==> src/rtl/core/sfcc_pkg.sv <==
// ----------------------------------------------------------------------------
// Sensor frame CRC checker package
// Shared types, frame positions, status codes and CRC-8 constants.
// ----------------------------------------------------------------------------
package sfcc_pkg;

   typedef logic [7:0]  byte_type;
   typedef logic [7:0]  crc_type;
   typedef logic [2:0]  pos_type;
   typedef logic [1:0]  status_type;
   typedef logic [31:0] value_type;

   // CRC-8, polynomial x^8 + x^5 + x^4 + 1, MSB first, no final XOR
   localparam crc_type CRC_POLY = 8'h31;
   localparam crc_type CRC_INIT = 8'hFF;
   localparam crc_type CRC_MSB  = 8'h80;

   // frame_mode codes
   localparam logic MODE_MEASURE = 1'b0;
   localparam logic MODE_STATUS  = 1'b1;

   // byte positions within a frame
   localparam pos_type POS_W0_HI  = 3'd0;
   localparam pos_type POS_W0_LO  = 3'd1;
   localparam pos_type POS_W0_CRC = 3'd2;
   localparam pos_type POS_W1_HI  = 3'd3;
   localparam pos_type POS_W1_LO  = 3'd4;
   localparam pos_type POS_W1_CRC = 3'd5;

   // frame_status codes
   localparam status_type STATUS_OK         = 2'd0;
   localparam status_type STATUS_FIRST_BAD  = 2'd1;
   localparam status_type STATUS_SECOND_BAD = 2'd2;

endpackage

==> src/rtl/core/sfcc_crc8_step.sv <==
// ----------------------------------------------------------------------------
// CRC-8 byte update
// Folds one byte into the running CRC, eight bit steps unrolled into XORs.
// ----------------------------------------------------------------------------
module sfcc_crc8_step
   import sfcc_pkg::*;
(
   input  crc_type  crc_cur,
   input  byte_type data_byte,
   output crc_type  crc_nxt
);

   always_comb begin
      crc_type c;
      c = crc_cur ^ data_byte;
      for (int k = 0; k < 8; k++) begin
         if ((c & CRC_MSB) != 8'h00) begin
            c = {c[6:0], 1'b0} ^ CRC_POLY;
         end else begin
            c = {c[6:0], 1'b0};
         end
      end
      crc_nxt = c;
   end

endmodule
==> config.mk <==
export PLATFORM = sky130hd
export DESIGN_NAME = sfcc_crc8_step
export DESIGN_NICKNAME = d
export VERILOG_FILES = /design/src/rtl/core/sfcc_pkg.sv /design/src/rtl/core/sfcc_crc8_step.sv
export SDC_FILE = /design/constraint.sdc
export NUM_CORES = 1
export LEC_CHECK = 0
export ABC_CLOCK_PERIOD_IN_PS = 1100
export BUFFER_PORTS_ARGS = -buffer_cell sky130_fd_sc_hd__buf_2
export CORE_AREA = 2 2 39 41
export DETAILED_ROUTE_END_ITERATION = 12
export DIE_AREA = 0 0 41 43
export GPL_TIMING_DRIVEN = 1
export PLACE_DENSITY_LB_ADDON = 0.05
export SYNTH_ARGS = -nofsm -noshare
export SYNTH_HDL_FRONTEND = slang
export SYNTH_SLANG_ARGS = --single-unit
==> constraint.sdc <==
create_clock -name vclk -period 1.1
set_input_delay 0.165 -clock vclk [all_inputs]
set_output_delay 0.165 -clock vclk [all_outputs]
set_load 0.02 [all_outputs]
# Word-level counts from Yosys, hierarchy flattened

Index checks and enable logic that the tools add are counted.

Output and inout port bits: 8
Bits in registers: 0
Input bits: 16
Word-level logic and storage cells: 17

Bitwise gates (word level): 9
Multiplexer cells: 8

Operators with widths:

| kind              | count |
|---|---|
| 6-bit two-way mux | 8 |
| 3-bit inverter    | 8 |
| 8-bit XOR         | 1 |

# Longest topological paths before layout

Word-level depth: 17
Mapped depth: 3
Depth with buffers taken out: 3

# Worst setup path after synthesis

No wires, ideal clock.

Path type: input to output
Start point: input port data_byte[6]
End point: output port crc_nxt[0]
Path slack: -329 ps
Stages on the path: 3
Arrival: 1,264 ps
Buffers on the path: 0
Cell sequence: xnor2_2 -> xnor3_1 -> xnor2_1

Cells in the longest elaborated chain, start to end: 4

Ends and longest elaborated chain:

| element                        | RTL line             | text |
|---|---|---|
| start: declaration             | sfcc_crc8_step.sv:9  | `input byte_type data_byte,` |
| 8-bit XOR                      | sfcc_crc8_step.sv:15 | `c = crc_cur ^ data_byte;` |
| 6-bit two-way mux (3 in a row) | sfcc_crc8_step.sv:17 | `if ((c & CRC_MSB) != 8'h00) begin` |
| end: declaration               | sfcc_crc8_step.sv:10 | `output crc_type crc_nxt` |

No other way between the ends.

# Worst setup path after layout

Start point: input port crc_cur[0]
End point: output port crc_nxt[4]

Cells in the longest elaborated chain, start to end: 9

Ends and longest elaborated chain:

| element                            | RTL line             | text |
|---|---|---|
| start: declaration                 | sfcc_crc8_step.sv:8  | `input crc_type crc_cur,` |
| 8-bit XOR (*)                      | sfcc_crc8_step.sv:15 |  |
| 6-bit two-way mux (*) (3 in a row) | sfcc_crc8_step.sv:17 |  |
| 3-bit inverter (no line)           | -                    |  |
| 6-bit two-way mux (*)              | sfcc_crc8_step.sv:17 |  |
| 3-bit inverter (no line)           | -                    |  |
| 6-bit two-way mux (*) (2 in a row) | sfcc_crc8_step.sv:17 |  |

Mark *: on every way between the ends. The rest lies on a longest branch, timed or not.

==> results_dict.tcl <==
set metrics [dict create \
    grt.total_usage_pct 7.794 \
    seq_cells 0 \
    netlist_top_cells_area "xnor2_1 (48%), xnor2_2 (21%), xor2_1 (11%)" \
    critPathKind "input port to primary output" \
    hold_viol_final 0 \
    fp.dieH_um 43 \
    top_usage_layer "met2" \
    grt_use_met1_pct 7.591 \
    drc 0 \
    wl_per_cell_um 8.729 \
    nClkBuffers 0 \
    power.density_mw_per_mm2 1261 \
    end_kind "primary output" \
    cp_common_cell "buf_6" \
    place.gp.congestion 0.5791 \
    hold_path_class "input port to primary output" \
    max-slew-margin-rel_pct 81.57 \
    leakage_nw 0.3720 \
    grt_max_degree 4 \
    setup_violations 8 \
    first_iter_violations 0 \
    worst_slack_ps -354.5 \
    grt_pass1_vias 262 \
    min_path_cells 5 \
    row_count 14 \
    fin_tns_setup_ps -1826 \
    syn2layout_area_growth_pct 265.4 \
    num-nets-final 72 \
    path_cells "buf_6 -> xnor2_2 -> xnor3_2 -> xnor2_4 -> buf_6" \
    crit_path_max_fanout 3 \
    die_x_um 41 \
    critPathBufInv 2 \
    period_share_pct 132.2 \
    fin_cells 70 \
    status "finished with violations" \
    max_stage_delay_ps 580 \
    drv_cap 0 \
    violations "negative setup slack" \
    dieArea_sq_mm 0.001763 \
    rsz0062_at_grt "yes" \
    coreArea_sq_mm 0.001384 \
    antenna_left 0 \
    whs_ps 818.1 \
    antenna_found_initial 0 \
    grt_pass1_wl_mm 1.014 \
    portBuffers 24 \
    cp.required_ps 940 \
    yosysSeqAreaShare_pct 0 \
    min_period_ps 1455 \
    drv_slew 0 \
    hold_path.startpoint "crc_cur[3]" \
    syn_avg_cell_area_sq_um 11.20 \
    syn_inst 21 \
    critical_path_arrival_ps 1290 \
    yosys_warnings 0 \
    routed_wl_um 611 \
    use_met3_pct 0 \
    syn_area_sq_um 235.2 \
    diodes 0 \
    worst_slew_pin_slew_ps 276.4 \
    crit_slowest_cell "xnor3_2" \
    netlist.area_leader.share_pct 48.40 \
    firstDrtPassIters 1 \
    hold_end "crc_nxt[7]" \
    gr-total-overflow 0 \
    crit_family "XOR/XNOR gates" \
    vias 270 \
    floorplan.initialDensity_pct 17.00 \
    start_kind "input port" \
    design_area_sq_um 859.6 \
    grt_util_met2_pct 16.88 \
    pin_count 24 \
    placed_area_sq_um 628.1 \
    yosys.area.top_type "xnor2_1" \
    synth.distinct_cells 5 \
    placed_cells 69 \
    viasPerCell 3.857 \
    seqCellArea_sq_um 0 \
    final_util_pct 62.12 \
    peakVddDrop_uv 510.8 \
    drive_gt1_share_pct 96.30 \
    synth_fp_nets 37 \
    max_freq_ghz 0.6875 \
]
-- cells in the mapped netlist --
cell type  number
xnor2_2         3
xnor2_1        13
xnor3_1         1
xor2_1          3
xnor3_2         1
-- cells in the final DEF (no fill, tap or decap) --
master and instances:
buf_2 2, buf_4 9, buf_6 15, buf_8 7, xnor2_1 2, xnor2_2 1
xnor2_4 13, xnor3_2 2, xor2_2 3
-- cell type report --
| cell class | count | area [sq um] |
|---|---|---|
| Fill cell | 118 | 524.3 |
| Multi-Input combinational cell | 21 | 488.0 |
| Tap cell | 16 | 20.02 |
| Timing Repair Buffer | 33 | 351.6 |
-- timing repair --
item,in CTS,in global routing
pin swaps,12,15
setup buffers,0,2
endpoints found under the setup margin,8,8
hold buffers,0,0
gates resized for setup,33,19
-- worst max-delay path by stage --
stage          depth (start not counted)  slack, ps    startpoint    endpoint
3_5_place_dp                           5       -450  data_byte[0]  crc_nxt[4]
5_1_grt                                5       -420    crc_cur[0]  crc_nxt[0]
6_report                               5       -350    crc_cur[0]  crc_nxt[4]
2_1_floorplan                          3       -210    crc_cur[7]  crc_nxt[1]
4_1_cts                                5       -430    crc_cur[6]  crc_nxt[0]
3_3_place_gp                           5       -410  data_byte[0]  crc_nxt[4]
-- per-layer routing --
layer,vias up,wire [um],share of wire [%]
li1,129,-,-
met1,126,132,22
met2,15,426,70
met3,0,53,8.7
met4,0,0,0
met5,-,0,0
-- through the flow --
stage / power, mW / setup slack, ps
detailed placement: 0.8563 / -448.9
floorplan: 0.6280 / -213.5
CTS: 1.036 / -425.7
finish: 1.084 / -354.5
global route: 1.146 / -415.2
global placement: 0.8441 / -405.7
-- logic make-up after synthesis --
| kind of cell | after synthesis | share of synthesized area, % |
|---|---|---|
| XOR/XNOR | 21 | 100.0 |
-- power breakdown --
group	switching [mW]	internal (mW)
Combinational	0.441	0.643
Sequential	0	0
Clock	0	0
Total	0.441	0.643
No activity file was read; power rests on OpenSTA's default activity.
